File: config.mk
export PLATFORM = sky130hd
export DESIGN_NAME = base64_stream_encoder_unit
export DESIGN_NICKNAME = d
export VERILOG_FILES = /design/src/sv/b64_pkg.sv /design/src/sv/b64_front.sv /design/src/sv/b64_queue.sv /design/src/sv/b64_back.sv /design/src/sv/base64_stream_encoder_unit.sv
export SDC_FILE = /design/constraint.sdc
export NUM_CORES = 1
export LEC_CHECK = 0
export ABC_AREA = 1
export BUFFER_PORTS_ARGS = -buffer_cell sky130_fd_sc_hd__buf_2
export CAP_MARGIN = 10
export CORE_MARGIN = 2
export CORE_UTILIZATION = 41
export CTS_CLUSTER_SIZE = 30
export DETAILED_ROUTE_END_ITERATION = 8
export PLACE_DENSITY = 0.67
export SLEW_MARGIN = 20
export SYNTH_ARGS = -nofsm -noshare
export SYNTH_HDL_FRONTEND = slang
export SYNTH_SLANG_ARGS = --single-unit
File: constraint.sdc
create_clock -name clk -period 3.3 [get_ports clk]
set_input_delay 0.33 -clock clk [delete_from_list [all_inputs] [get_ports clk]]
set_output_delay 0.33 -clock clk [all_outputs]
set_load 0.01 [all_outputs]
File: src/sv/b64_pkg.sv
// Shared types, constants and the alphabet lookup for the base64 stream encoder.
// Used by the front, queue, back and top-level modules; depends on nothing else.
`default_nettype none

package b64_pkg;

  // Width of one raw byte and of one output character.
  localparam int unsigned ByteW = 8;

  // Groups per output line: 76 characters at four characters per group.
  localparam int unsigned GroupsPerLine = 19;
  localparam int unsigned GroupCntW     = 5;

  // Default depth of the group queue between front and back.
  localparam int unsigned QueueDepthDef = 2;

  // Fixed characters.
  localparam logic [ByteW-1:0] CharPad     = 8'h3d;  // '='
  localparam logic [ByteW-1:0] CharNewline = 8'h0a;  // line feed

  // Position of the next character within a group; newline first when present.
  typedef enum logic [2:0] {
    POS_NEWLINE = 3'd0,
    POS_C0      = 3'd1,
    POS_C1      = 3'd2,
    POS_C2      = 3'd3,
    POS_C3      = 3'd4
  } b64_pos_t;

  // One group handed from the front to the back. Missing bytes are zero.
  typedef struct packed {
    logic [3*ByteW-1:0] bytes;    // first byte in the top bits
    logic [1:0]         nbytes;   // 1, 2 or 3 real bytes
    logic               newline;  // send a line feed ahead of the group
    logic               last;     // group closes the message
  } b64_group_t;

  // Standard base64 alphabet: A-Z, a-z, 0-9, '+', '/'.
  function automatic logic [ByteW-1:0] b64_symbol(input logic [5:0] v);
    logic [ByteW-1:0] r;
    r = '0;
    if (v < 6'd26) begin
      r = 8'h41 + {2'b00, v};
    end else if (v < 6'd52) begin
      r = 8'h61 + {2'b00, v - 6'd26};
    end else if (v < 6'd62) begin
      r = 8'h30 + {2'b00, v - 6'd52};
    end else if (v == 6'd62) begin
      r = 8'h2b;
    end else begin
      r = 8'h2f;
    end
    return r;
  endfunction

endpackage

`default_nettype wire

File: src/sv/b64_front.sv
// Front end: accepts message bytes, gathers them into groups of three and tracks line position.
// Depends on b64_pkg; pushes complete or padded groups into the group queue.
`default_nettype none

module b64_front (
  input  wire                       clk,
  input  wire                       rst,
  input  wire                       cfg_wr_en,
  input  wire                       cfg_wr_data,
  input  wire                       s_tvalid,
  output logic                      s_tready,
  input  wire  [7:0]                s_tdata,
  input  wire                       s_tlast,
  input  wire                       q_full,
  output logic                      q_push,
  output b64_pkg::b64_group_t       q_data
);
  import b64_pkg::*;

  logic                 add_line_breaks;
  logic [2*ByteW-1:0]   held_bytes;
  logic [1:0]           bytes_in_group;
  logic [GroupCntW-1:0] groups_on_line;
  logic                 any_group_sent;

  logic                 accept;
  logic                 group_done;
  logic [1:0]           cnt;
  logic [GroupCntW-1:0] groups_on_line_next;

  // A byte is taken only when the queue has room for a group it might finish.
  assign s_tready = !q_full;
  assign accept   = s_tvalid && s_tready;

  // A count of three never occurs; treat it as an empty group.
  assign cnt        = (bytes_in_group == 2'd3) ? 2'd0 : bytes_in_group;
  assign group_done = s_tlast || (cnt == 2'd2);
  assign q_push     = accept && group_done;

  // Assemble the outgoing group with zero fill for missing bytes.
  always_comb begin
    q_data.nbytes  = cnt + 2'd1;
    q_data.newline = add_line_breaks && any_group_sent && (groups_on_line == '0);
    q_data.last    = s_tlast;
    case (cnt)
      2'd0:    q_data.bytes = {s_tdata, {2*ByteW{1'b0}}};
      2'd1:    q_data.bytes = {held_bytes[2*ByteW-1:ByteW], s_tdata, {ByteW{1'b0}}};
      default: q_data.bytes = {held_bytes, s_tdata};
    endcase
  end

  // Line position wraps after a full line of groups.
  assign groups_on_line_next = (groups_on_line == GroupCntW'(GroupsPerLine - 1)) ?
                               '0 : groups_on_line + 1'b1;

  // Configuration register.
  always_ff @(posedge clk) begin
    if (rst) begin
      add_line_breaks <= 1'b0;
    end else if (cfg_wr_en) begin
      add_line_breaks <= cfg_wr_data;
    end
  end

  // Group and line state.
  always_ff @(posedge clk) begin
    if (rst) begin
      held_bytes     <= '0;
      bytes_in_group <= '0;
      groups_on_line <= '0;
      any_group_sent <= 1'b0;
    end else if (accept) begin
      if (!group_done) begin
        if (cnt == 2'd0) begin
          held_bytes <= {s_tdata, {ByteW{1'b0}}};
        end else begin
          held_bytes <= {held_bytes[2*ByteW-1:ByteW], s_tdata};
        end
        bytes_in_group <= cnt + 2'd1;
      end else if (s_tlast) begin
        held_bytes     <= '0;
        bytes_in_group <= '0;
        groups_on_line <= '0;
        any_group_sent <= 1'b0;
      end else begin
        held_bytes     <= '0;
        bytes_in_group <= '0;
        groups_on_line <= groups_on_line_next;
        any_group_sent <= 1'b1;
      end
    end
  end

endmodule

`default_nettype wire

File: src/sv/b64_queue.sv
// Short first-in first-out queue of groups between the front and the back.
// Depends on b64_pkg for the group type.
`default_nettype none

module b64_queue #(
  parameter int unsigned DEPTH = b64_pkg::QueueDepthDef
) (
  input  wire                  clk,
  input  wire                  rst,
  input  wire                  push,
  input  b64_pkg::b64_group_t  push_data,
  input  wire                  pop,
  output b64_pkg::b64_group_t  pop_data,
  output logic                 full,
  output logic                 empty
);
  import b64_pkg::*;

  localparam int unsigned PtrW = (DEPTH > 1) ? $clog2(DEPTH) : 1;
  localparam int unsigned CntW = $clog2(DEPTH + 1);

  b64_group_t        entries [DEPTH];
  logic [PtrW-1:0]   wr_ptr;
  logic [PtrW-1:0]   rd_ptr;
  logic [CntW-1:0]   count;
  logic              do_push;
  logic              do_pop;

  assign full     = (count == CntW'(DEPTH));
  assign empty    = (count == '0);
  assign do_push  = push && !full;
  assign do_pop   = pop && !empty;
  assign pop_data = entries[rd_ptr];

  // Entry storage.
  always_ff @(posedge clk) begin
    if (do_push) begin
      entries[wr_ptr] <= push_data;
    end
  end

  // Pointers and fill count.
  always_ff @(posedge clk) begin
    if (rst) begin
      wr_ptr <= '0;
      rd_ptr <= '0;
      count  <= '0;
    end else begin
      if (do_push) begin
        wr_ptr <= (wr_ptr == PtrW'(DEPTH - 1)) ? '0 : wr_ptr + 1'b1;
      end
      if (do_pop) begin
        rd_ptr <= (rd_ptr == PtrW'(DEPTH - 1)) ? '0 : rd_ptr + 1'b1;
      end
      case ({do_push, do_pop})
        2'b10:   count <= count + 1'b1;
        2'b01:   count <= count - 1'b1;
        default: count <= count;
      endcase
    end
  end

endmodule

`default_nettype wire

File: src/sv/b64_back.sv
// Back end: takes groups from the queue and sends their characters one per transaction.
// Depends on b64_pkg for the group type, the alphabet and the fixed characters.
`default_nettype none

module b64_back (
  input  wire                  clk,
  input  wire                  rst,
  input  wire                  q_empty,
  input  b64_pkg::b64_group_t  q_data,
  output logic                 q_pop,
  output logic                 m_tvalid,
  input  wire                  m_tready,
  output logic [7:0]           m_tdata,
  output logic                 m_tuser,
  output logic                 m_tlast
);
  import b64_pkg::*;

  b64_group_t       cur;
  logic             cur_valid;
  b64_pos_t         pos;

  logic             advance;
  logic             emit;
  logic             final_char;
  logic [ByteW-1:0] char_sel;
  logic [ByteW-1:0] b0, b1, b2;

  // The output register frees up when empty or when its transaction completes.
  assign advance    = !m_tvalid || m_tready;
  assign emit       = advance && cur_valid;
  assign final_char = (pos == POS_C3);
  assign q_pop      = !q_empty && (!cur_valid || (emit && final_char));

  assign b0 = cur.bytes[3*ByteW-1:2*ByteW];
  assign b1 = cur.bytes[2*ByteW-1:ByteW];
  assign b2 = cur.bytes[ByteW-1:0];

  // Character at the current position, with padding for short groups.
  always_comb begin
    unique case (pos)
      POS_NEWLINE: char_sel = CharNewline;
      POS_C0:      char_sel = b64_symbol(b0[7:2]);
      POS_C1:      char_sel = b64_symbol({b0[1:0], b1[7:4]});
      POS_C2:      char_sel = (cur.nbytes == 2'd1) ? CharPad :
                              b64_symbol({b1[3:0], b2[7:6]});
      POS_C3:      char_sel = (cur.nbytes == 2'd3) ? b64_symbol(b2[5:0]) : CharPad;
      default:     char_sel = CharPad;
    endcase
  end

  // Current group and position within it.
  always_ff @(posedge clk) begin
    if (rst) begin
      cur_valid <= 1'b0;
      pos       <= POS_NEWLINE;
    end else if (q_pop) begin
      cur_valid <= 1'b1;
      cur       <= q_data;
      pos       <= q_data.newline ? POS_NEWLINE : POS_C0;
    end else if (emit) begin
      if (final_char) begin
        cur_valid <= 1'b0;
      end else begin
        pos <= b64_pos_t'(pos + 3'd1);
      end
    end
  end

  // Output register.
  always_ff @(posedge clk) begin
    if (rst) begin
      m_tvalid <= 1'b0;
    end else if (advance) begin
      m_tvalid <= cur_valid;
    end
  end

  always_ff @(posedge clk) begin
    if (emit) begin
      m_tdata <= char_sel;
      m_tuser <= final_char;
      m_tlast <= final_char && cur.last;
    end
  end

endmodule

`default_nettype wire

File: src/sv/base64_stream_encoder_unit.sv
// Top level of the streaming base64 encoder: front end, group queue and character back end.
// Depends on b64_pkg, b64_front, b64_queue and b64_back.
`default_nettype none

// Encodes a byte stream into standard base64 text with padding. Bytes arrive on the slave
// side with tlast on the final byte of a message; every third byte, or the final byte,
// completes a group whose four characters leave on the master side, one character per
// transaction, tuser set on the last character a byte caused and tlast on the final
// character of the message. With cfg_wr_data written to 1, a line feed precedes each group
// that starts after a nonzero multiple of 76 characters. The master side sends at most one
// character per cycle, so the character serializer sets the rate: a byte that only joins a
// group is taken whenever the queue has room, and sustained input runs at three bytes per
// four or five output characters. A queue of QUEUE_DEPTH groups lets the input keep going
// while the output stalls; input stalls only when that queue is full.
module base64_stream_encoder_unit #(
  parameter int unsigned QUEUE_DEPTH = b64_pkg::QueueDepthDef
) (
  input  wire        clk,
  input  wire        rst,
  input  wire        cfg_wr_en,
  input  wire        cfg_wr_data,   // add_line_breaks
  input  wire        s_tvalid,
  output logic       s_tready,
  input  wire  [7:0] s_tdata,       // [7:0] data_byte
  input  wire        s_tlast,       // last_byte
  output logic       m_tvalid,
  input  wire        m_tready,
  output logic [7:0] m_tdata,       // [7:0] out_char
  output logic       m_tuser,       // [0] last_in_run
  output logic       m_tlast        // end_of_message
);
  import b64_pkg::*;

  b64_group_t push_data;
  b64_group_t pop_data;
  logic       push;
  logic       pop;
  logic       full;
  logic       empty;

  // Byte intake and grouping.
  b64_front u_front (
    .clk         (clk),
    .rst         (rst),
    .cfg_wr_en   (cfg_wr_en),
    .cfg_wr_data (cfg_wr_data),
    .s_tvalid    (s_tvalid),
    .s_tready    (s_tready),
    .s_tdata     (s_tdata),
    .s_tlast     (s_tlast),
    .q_full      (full),
    .q_push      (push),
    .q_data      (push_data)
  );

  // Group queue.
  b64_queue #(
    .DEPTH (QUEUE_DEPTH)
  ) u_queue (
    .clk       (clk),
    .rst       (rst),
    .push      (push),
    .push_data (push_data),
    .pop       (pop),
    .pop_data  (pop_data),
    .full      (full),
    .empty     (empty)
  );

  // Character serializer.
  b64_back u_back (
    .clk      (clk),
    .rst      (rst),
    .q_empty  (empty),
    .q_data   (pop_data),
    .q_pop    (pop),
    .m_tvalid (m_tvalid),
    .m_tready (m_tready),
    .m_tdata  (m_tdata),
    .m_tuser  (m_tuser),
    .m_tlast  (m_tlast)
  );

endmodule

`default_nettype wire
==> flow_metrics.py, run 1 <==
metrics = {
    "run_status": {
        "status": "finished clean",
    },
    "synthesis": {
        "yosys-top-cells-count": "194 x nand2_1, 93 x edfxtp_1, 89 x inv_1, 56 x nand3_1, 51 x ha_1",
        "syn_nets": 875,
        "ys_types": 43,
        "syn_inst": 809,
        "synth_area_leaders": "edfxtp_1 38%, nand2_1 10%, dfxtp_1 9.6%, ha_1 8.7%, inv_1 4.6%",
        "yosysMostFrequentCell": "nand2_1",
        "ys.flop_type": "edfxtp_1",
        "synth_top_cell_by_area": "edfxtp_1",
        "synth_warnings": 0,
        "synthArstFlopShare_pct": 0,
        "ys_seq_elements": 128,
        "netlist_area_sq_mm": 0.00731,
        "synth_edf_count": 93,
        "yosysTopAreaCellShare_pct": 38.2,
        "synth-seq-area-share_pct": 47.8,
        "synth_area_per_cell_sq_um": 9.03,
    },
    "timing": {
        "finClkSkew_ns": 0.00901,
        "max_freq_ghz": 0.463,
        "slew_violations": 0,
        "hold_viol_final": 0,
        "hold_ws_ns": 0.0973,
        "tightest_slew_ns": 0.855,
        "min_period_ns": 2.16,
        "relSlewSlack_pct": 42.9,
        "finalSetupTns_ns": 0,
        "rsz0062_at_grt": "no",
        "finalSetupViolations": 0,
        "finalCritPeriodShare_pct": 65.5,
    },
    "layout": {
        "nets": 908,
        "area_delta_synth_final_pct": 12.6,
        "area.sequential_sq_mm": 0.00349,
        "drive_gt1_share_pct": 14.9,
        "antenna-diode-count": 0,
        "multi_input_area_sq_mm": 0.00335,
        "stdcell_area_sq_mm": 0.00823,
        "final_core_util_pct": 47.4,
        "fillers": 1617,
    },
    "power_and_ir_drop": {
        "total_power_mw": 5.97,
        "leakage_nw": 3.51,
        "worst_ir_drop_vdd_v": 0.000447,
        "p_per_area_mw_per_mm2": 726,
    },
    "drt": {
        "drc_errors": 0,
        "wl_um": 14900,
        "wire_per_inst_um": 13.8,
        "postRouteAntennaNets": 0,
        "drtIter0Drc": 467,
        "vias": 5423,
        "viasPerCell": 5.02,
        "drt_first_pass_iters": 5,
    },
    "hold_path": {
        "hold_path.class": "in2reg",
        "min_from": "cfg_wr_en",
        "worstHoldPathCells": 2,
    },
    "cts": {
        "post_cts_buffers": 0,
        "cts-htree-levels": 4,
        "clock_path_buffers": 2,
        "clock-sinks": 128,
        "ctsHoldBuffers": 0,
        "cts.clk_slew.worst_paths_ns": 0.05,
        "cts-root-buf": "clkbuf_16",
        "clock_latency_ns": 0.42,
        "numCtsBuffers": 17,
        "cts_tree": "built",
        "post_cts_resized": 0,
    },
    "worst_setup_path": {
        "cp-end-kind": "flip-flop",
        "crit_arrival_ns": 2.32,
        "r2r-start": "u_back.b1[0]",
        "required_ns": 3.46,
        "startpoint": "u_back.b1[0]",
        "critPathMaxFanout": 7,
        "cp-start-kind": "flip-flop",
        "r2r_cells": 12,
        "crit_type": "reg2reg",
    },
    "grt": {
        "antenna_found_initial": 0,
        "grtUsageTotal_pct": 17.1,
        "grt_overflow": 0,
        "met3_usage_pct": 3.90,
        "grt_pass1_vias": 5175,
        "grt_pass1_wl_um": 25200,
        "grt_max_degree": 29,
        "met1_usage_pct": 23.7,
        "busiest_layer": "met2",
        "grt.met2_usage_pct": 26.4,
    },
    "placed_design": {
        "dp_hpwl_um": 10900,
        "place_congestion": 0.875,
        "postPlaceCellArea_sq_mm": 0.00768,
        "io_buffers": 26,
    },
    "floorplanning": {
        "io_pins": 27,
        "fp.dieH_um": 137,
        "rows": 48,
        "core_sq_mm": 0.0174,
        "die_w_um": 137,
        "die-area_sq_mm": 0.0189,
        "initial_core_util_pct": 42.1,
    },
    "job": {
        "drv_cap": 0,
    },
}
[report_power, final]
group | switching, mW | leakage [nW] | internal [mW]
registers | 0.247 | 1.15 | 2.11
logic | 1.20 | 2.08 | 0.713
clock network | 0.641 | 0.271 | 1.06
[final timing paths]
| path | to | slack, ns |
|---|---|---|
| worst min register to register | u_queue.rd_ptr | 0.45 |
| worst max register to register | u_back.m_tdata[3] | 1.14 |
| worst min-delay path | u_front.add_line_breaks | 0.1 |
| worst max-delay path | u_back.m_tdata[3] | 1.14 |
[sequential cells by signal (all words and copies together) (netlist names), named ones only]
signal / flops
u_front.groups_on_line: 5
u_front.any_group_sent: 1
u_front.held_bytes: 16
u_back.m_tlast: 1
u_queue.count: 2
u_back.b1: 8
u_queue.rd_ptr: 1
u_back.cur_valid: 1
u_back.b0: 8
u_back.m_tvalid: 1
u_front.add_line_breaks: 1
u_back.m_tuser: 1
u_back.cur: 3
u_back.pos: 3
u_front.bytes_in_group: 2
u_queue.wr_ptr: 1
u_queue.entries: 56
u_back.b2: 8
u_back.m_tdata: 8
[metrics by stage]
stage	worst slack, ns	cells
after global routing	0.895	1080
final	1.14	1080
after CTS	1.14	1080
after detailed placement	1.17	1048
after global placement	1.18	1048
after floorplan	0.671	809
[logic make-up after synthesis]
family | synth area share (%)
buffers and inverters | 6.44
AOI/OAI and AO/OA | 9.54
DFF | 47.8
xor gates and xnor gates | 2.88
adders and majority gates | 8.73
muxes | 4.30
and+or+nand+nor | 20.3
[layout by cell type (no fill, tap or decap), types with 2 or more instances in the layout]
cell type,Yosys,routed
nor2_1,41,39
nand2_2,7,7
nand3b_1,7,7
clkbuf_16,0,18
a211oi_1,5,5
nor3b_2,2,2
dfxtp_1,35,35
mux2_2,27,27
nand3_1,56,56
o32ai_1,2,2
buf_4,3,7
ha_1,51,51
nor2_4,4,4
clkinv_2,0,3
a21oi_2,2,2
o211ai_1,5,5
nor2_2,6,8
a21oi_1,45,45
clkbuf_1,8,6
xor2_1,22,22
buf_2,7,26
nand2_1,194,194
nor3_1,3,3
edfxtp_1,93,93
o21ai_0,49,49
xnor2_1,2,2
inv_2,12,12
clkbuf_8,0,3
inv_1,89,89
nand4_1,12,12
o21ai_1,5,5
[area by class of cell]
type | instances | area share [%]
Timing Repair Buffer | 33 | 2.22
Multi-Input combinational cell | 561 | 40.7
Clock inverter | 5 | 0.365
Tap cell | 225 | 3.42
Clock buffer | 27 | 6.25
Sequential cell | 128 | 42.5
Inverter | 101 | 4.61
[critical path, stage by stage, from the launching register on]
cell      delay, ns
edfxtp_1       0.45
inv_1          0.16
ha_1           0.22
nand2_1        0.08
nand2_1        0.07
nand2_1        0.06
nand2_1        0.17
nand2_1        0.16
inv_1          0.07
nand3b_1       0.08
a31oi_1        0.10
nor2_1         0.20
nand2_1        0.08
[metal layers]
metal	share of wire (%)	vias to the layer above
li1	-	2789
met1	49	2486
met2	45	125
met3	3.9	23
met4	2.1	0
met5	0	-
(Power assumes the default switching activity.)
==> inputs of run 2 (changes only) <==
--- a/config.mk
+++ b/config.mk
@@ -12,7 +12,7 @@
 export CORE_UTILIZATION = 41
 export CTS_CLUSTER_SIZE = 30
 export DETAILED_ROUTE_END_ITERATION = 8
-export PLACE_DENSITY = 0.67
+export PLACE_DENSITY = 0.69
 export SLEW_MARGIN = 20
 export SYNTH_ARGS = -nofsm -noshare
 export SYNTH_HDL_FRONTEND = slang
==> constraint.sdc (replaced) <==
create_clock -name clk -period 1.76 [get_ports clk]
set_input_delay 0.176 -clock clk [delete_from_list [all_inputs] [get_ports clk]]
set_output_delay 0.176 -clock clk [all_outputs]
set_load 0.01 [all_outputs]
==> flow_metrics.py, run 2 (synthesis results as in run 1) <==
metrics = {
    "placed_design": {
        "place_congestion": 0.946,
        "dp_hpwl_um": 11800,
        "postPlaceCellArea_sq_mm": 0.00837,
        "dpl_worst_slack_ns": -0.358,
        "io_buffers": 26,
    },
    "drt": {
        "postRouteAntennaNets": 0,
        "wl_met3_um": 708,
        "drt_first_pass_iters": 5,
        "viasPerCell": 5.08,
        "wire_per_inst_um": 14.7,
        "vias": 6015,
        "drc_errors": 0,
        "wl_met2_um": 8390,
        "wl_met1_um": 8010,
        "wl_um": 17400,
        "top_layer": "met4",
        "drtIter0Drc": 372,
    },
    "grt": {
        "grt_pass1_vias": 5708,
        "grt_overflow": 0,
        "grtUsageTotal_pct": 18.8,
        "grt_max_degree": 29,
        "grt_pass1_wl_um": 27700,
        "antenna_found_initial": 0,
    },
    "timing": {
        "tightest_slew_ns": 0.656,
        "hold_viol_final": 0,
        "relSlewSlack_pct": 56.3,
        "finalSetupTns_ns": -0.701,
        "slew_violations": 0,
        "finalSetupViolations": 7,
        "finalCritPeriodShare_pct": 109,
        "max_freq_ghz": 0.519,
        "layout_setup_ws_ns": -0.165,
        "finClkSkew_ns": 0.0191,
        "rsz0062_at_grt": "yes",
        "min_period_ns": 1.93,
    },
    "worst_setup_path": {
        "cp_cell_sequence": "inv_2 > buf_4 > nand2_1 > nand2_2 > nor2_1 > nand2_2 > nand2_2 > nand3_1 > nand3_1 > a21oi_2 > nor2_1 > nand2_1",
        "crit_arrival_ns": 2.10,
        "cp-end-kind": "flip-flop",
        "crit_path_top_delay_cell": "edfxtp_1",
        "crit_type": "reg2reg",
        "required_ns": 1.93,
        "critPathMaxFanout": 6,
        "worst_path_most_repeated_cell": "nand2_2",
        "cpPeakStageDelay_ns": 0.55,
        "cp-start-kind": "flip-flop",
    },
    "layout": {
        "nets": 1013,
        "final_common_cell": "nand2_1",
        "largest_reg_flops": 56,
        "max_flop_register": "u_queue.entries",
        "stdcell_area_sq_mm": 0.00982,
        "antenna-diode-count": 0,
        "top_regs": "u_queue.entries x56, u_front.held_bytes x16",
        "area_delta_synth_final_pct": 34.4,
        "final_cell_mix": "154 x nand2_1, 93 x edfxtp_1, 91 x buf_4, 58 x inv_1, 50 x nand3_1",
        "final_core_util_pct": 56.6,
        "drive_gt1_share_pct": 37.2,
    },
    "job": {
        "drv_cap": 0,
    },
    "cts": {
        "cts.clk_slew.worst_paths_ns": 0.06,
        "clock_path_buffers": 2,
        "clock_latency_ns": 0.42,
        "cts-htree-levels": 4,
        "cts-root-buf": "clkbuf_16",
        "numCtsBuffers": 17,
        "clock-sinks": 128,
        "cts_tree": "built",
    },
    "power_and_ir_drop": {
        "worst_ir_drop_vdd_v": 0.000850,
        "p_per_area_mw_per_mm2": 1360,
        "leakage_nw": 4.11,
    },
    "run_status": {
        "status": "complete, but fails checks",
        "violations": "setup timing",
    },
    "floorplanning": {
        "io_pins": 27,
        "core_sq_mm": 0.0174,
        "die-area_sq_mm": 0.0189,
        "rows": 48,
        "die_w_um": 137,
        "initial_core_util_pct": 42.1,
        "fp.dieH_um": 137,
    },
    "hold_path": {
        "hold_path.class": "in2reg",
    },
}
## run 2: changes by cell type in the layout (fill, tap and decap cells not counted), moves of 17 or more
cell | previous run | this run
inv_1 | 89 | 58
ha_4 | 0 | 18
buf_4 | 7 | 91
nand2_1 | 194 | 154
ha_1 | 51 | 29
nand2_2 | 7 | 31
o21ai_0 | 49 | 32
inv_2 | 12 | 31
## run 2: cell type report
| type | instances | area [sq um] |
|---|---|---|
| Clock buffer | 18 | 429 |
| Clock inverter | 14 | 140 |
| Fill cell | 1455 | 7540 |
| Inverter | 101 | 410 |
| Multi-Input combinational cell | 561 | 3980 |
| Sequential cell | 128 | 3500 |
| Tap cell | 225 | 282 |
| Timing Repair Buffer | 137 | 1070 |
| Timing Repair inverter | 1 | 7.51 |
## run 2: through the flow
step | hold WS [ns] | total power, mW | std cells
floorplan | 0.270 | 7.19 | 809
global placement | 0.368 | 8.73 | 1123
detailed placement | 0.371 | 8.82 | 1123
CTS | 0.0246 | 12.6 | 1168
global route | 0.0367 | 14.2 | 1185
finish | 0.0460 | 13.4 | 1185
## run 2: where the power goes
group	internal (mW)	switching (mW)
registers	3.96	0.320
logic	2.49	3.17
clock network	2.08	1.36
total	8.52	4.84
## run 2: worst max-delay path, delay by kind of cell (launching register included)
family | cells | cell delay [ns]
flops | 1 | 0.55
simple gates | 9 | 0.80
compound gates | 1 | 0.07
buf+inv | 2 | 0.26
## run 2: path summary, 6_finish.rpt
check / start / end / slack [ns] / cells after the start
hold reg to reg: u_queue.rd_ptr / u_queue.rd_ptr / 0.46 / 1
hold / removal: s_tlast / u_queue.entries[0][0] / 0.05 / 1
setup reg to reg: u_back.b1[1] / u_back.m_tdata[5] / -0.17 / 12
setup / recovery: u_back.b1[1] / u_back.m_tdata[5] / -0.17 / 12
## run 2: metal layers
layer | up-vias | GRT usage, %
li1 | 3012 | -
met1 | 2815 | 25.8
met2 | 151 | 30.2
met3 | 37 | 3.61
met4 | 0 | 5.84
met5 | - | 0
## run 2: repair_timing
| action | CTS | global route |
|---|---|---|
| pin swaps | 28 | 76 |
| gates resized for setup | 69 | 125 |
| hold buffers | 2 | 0 |
| endpoints found under the setup margin | 9 | 25 |
| gates cloned | 0 | 1 |
| endpoints found under the hold margin | 1 | 0 |
| setup buffers | 13 | 20 |
==> inputs of run 3 (changes only) <==
--- a/config.mk
+++ b/config.mk
@@ -8,11 +8,13 @@
 export ABC_AREA = 1
 export BUFFER_PORTS_ARGS = -buffer_cell sky130_fd_sc_hd__buf_2
 export CAP_MARGIN = 10
+export CELL_PAD_IN_SITES_DETAIL_PLACEMENT = 2
+export CELL_PAD_IN_SITES_GLOBAL_PLACEMENT = 2
 export CORE_MARGIN = 2
-export CORE_UTILIZATION = 41
+export CORE_UTILIZATION = 36
 export CTS_CLUSTER_SIZE = 30
 export DETAILED_ROUTE_END_ITERATION = 8
-export PLACE_DENSITY = 0.69
+export PLACE_DENSITY = 0.87
 export SLEW_MARGIN = 20
 export SYNTH_ARGS = -nofsm -noshare
 export SYNTH_HDL_FRONTEND = slang
==> flow_metrics.py, run 3 (synthesis results as in run 1) <==
metrics = {
    "timing": {
        "finalSetupTns_ns": -8.80,
        "finalCritPeriodShare_pct": 132,
        "min_period_ns": 2.32,
        "relSlewSlack_pct": 64.3,
        "max_freq_ghz": 0.432,
        "tightest_slew_ns": 0.535,
        "layout_setup_ws_ns": -0.555,
        "slew_violations": 0,
        "finalSetupViolations": 51,
        "finClkSkew_ns": 0.0194,
        "rsz0062_at_grt": "yes",
        "hold_viol_final": 0,
    },
    "layout": {
        "drive_gt1_share_pct": 43.6,
        "final_cell_mix": "145 x nand2_1, 130 x buf_4, 93 x edfxtp_1, 63 x inv_1, 47 x nand3_1",
        "final_common_cell": "nand2_1",
        "fillers": 1983,
        "final_core_util_pct": 52.7,
        "nets": 1068,
        "max_flop_register": "u_queue.entries",
        "stdcell_area_sq_mm": 0.0106,
        "largest_reg_flops": 56,
        "area_delta_synth_final_pct": 45.1,
        "top_regs": "u_queue.entries x56, u_front.held_bytes x16",
    },
    "worst_setup_path": {
        "cp_top_family": "flip-flops",
        "required_ns": 2.08,
        "crit_arrival_ns": 2.63,
        "crit_buf_inv": 3,
        "cp_cell_sequence": "inv_4 > buf_6 > ha_4 > nor2_4 > inv_1 > a21oi_1 > o21ai_1 > o21ai_1 > nand2_1 > o211ai_2 > nand2_1 > nand3_2",
        "crit_type": "reg2reg",
        "cp-start-kind": "flip-flop",
        "cp-end-kind": "flip-flop",
        "critPathMaxFanout": 5,
        "cpPeakStageDelay_ns": 0.58,
        "crit_path_top_delay_cell": "edfxtp_1",
    },
    "placed_design": {
        "io_buffers": 26,
        "dp_hpwl_um": 19600,
        "postPlaceCellArea_sq_mm": 0.00855,
        "place_congestion": 0.832,
    },
    "drt": {
        "postRouteAntennaNets": 0,
        "drtIter0Drc": 568,
        "drt_first_pass_iters": 5,
        "wl_um": 43300,
        "viasPerCell": 5.96,
        "wire_per_inst_um": 33.6,
        "drc_errors": 0,
        "vias": 7662,
    },
    "power_and_ir_drop": {
        "p_clk_share_pct": 22.8,
        "p_sw_mw": 7.25,
        "power.switching_fraction_pct": 44.1,
        "p_comb_share_pct": 49.7,
        "worst_ir_drop_vdd_v": 0.000971,
        "p_per_area_mw_per_mm2": 1550,
        "total_power_mw": 16.4,
        "seqPwrFrac_pct": 27.4,
        "internal_power_mw": 9.17,
        "leakage_nw": 4.46,
    },
    "floorplanning": {
        "rows": 52,
        "die-area_sq_mm": 0.0214,
        "fp.dieH_um": 146,
        "io_pins": 27,
        "core_sq_mm": 0.0201,
        "die_w_um": 146,
        "initial_core_util_pct": 36.3,
    },
    "cts": {
        "cts-root-buf": "clkbuf_16",
        "cts.clk_slew.worst_paths_ns": 0.07,
        "cts-htree-levels": 4,
        "clock-sinks": 128,
        "numCtsBuffers": 17,
        "clock_latency_ns": 0.47,
        "clock_path_buffers": 2,
        "cts_tree": "built",
    },
    "grt": {
        "grt_pass1_wl_um": 54400,
        "antenna_found_initial": 1,
        "grt_pass1_vias": 8180,
        "grt_max_degree": 29,
        "grt_overflow": 0,
        "grtUsageTotal_pct": 34.9,
    },
    "run_status": {
        "violations": "setup timing",
        "status": "complete, but fails checks",
    },
    "hold_path": {
        "hold_path.class": "in2reg",
    },
    "job": {
        "drv_cap": 0,
    },
}
-- run 3: final timing paths --
| check | from | end | slack [ns] | depth (start not counted) |
|---|---|---|---|---|
| setup / recovery | u_back.b2[2] | u_back.m_tdata[2] | -0.56 | 12 |
| setup reg to reg | u_back.b2[2] | u_back.m_tdata[2] | -0.56 | 12 |
| hold / removal | s_tlast | u_queue.entries[1][0] | 0.02 | 1 |
| hold reg to reg | u_front.held_bytes[0] | u_front.held_bytes[0] | 0.48 | 2 |
-- run 3: routing by layer --
metal  part of all wire (%)  global-route usage (%)
met1                     36                    35.7
met2                     51                    64.2
met3                    5.0                    6.50
met4                    8.1                    24.5
met5                      0                       0
-- run 3: what timing repair did --
| item | CTS | global route |
|---|---|---|
| setup buffers | 38 | 23 |
| endpoints found under the setup margin | 128 | 93 |
| resized for setup | 130 | 128 |
| pin swaps | 36 | 44 |
| hold buffers | 2 | 0 |
| cloned | 4 | 2 |
| hold endpoints to repair | 1 | 0 |
-- run 3: final cells by class --
cell class / count / area [sq um] / share of cell area [%]
diodes: 1 / 2.50 / 0.0236
clock buffers: 20 / 447 / 4.21
clock inverters: 12 / 106 / 1.00
inverters: 101 / 428 / 4.04
multi-input cells: 561 / 4110 / 38.7
flip-flops and latches: 128 / 3500 / 33.1
well taps: 270 / 338 / 3.19
repair buffers: 193 / 1670 / 15.8
-- run 3: power groups by stage --
| stage | logic, mW | clock network (mW) | registers [mW] |
|---|---|---|---|
| 2_1_floorplan | 2.87 | 0 | 4.32 |
| 3_3_place_gp | 4.69 | 0 | 4.30 |
| 3_5_place_dp | 5.17 | 0 | 4.39 |
| 4_1_cts | 6.33 | 3.50 | 4.38 |
| 5_1_grt | 8.41 | 3.85 | 4.50 |
| 6_report | 8.16 | 3.75 | 4.51 |
-- run 3: stage by stage --
stage	setup slack (ns)	hold slack (ns)	std cells
2_1_floorplan	-0.0867	0.270	809
3_3_place_gp	-0.474	0.372	1185
3_5_place_dp	-0.660	0.379	1185
4_1_cts	-0.283	0.0309	1261
5_1_grt	-0.592	0.00844	1285
6_report	-0.555	0.0151	1286
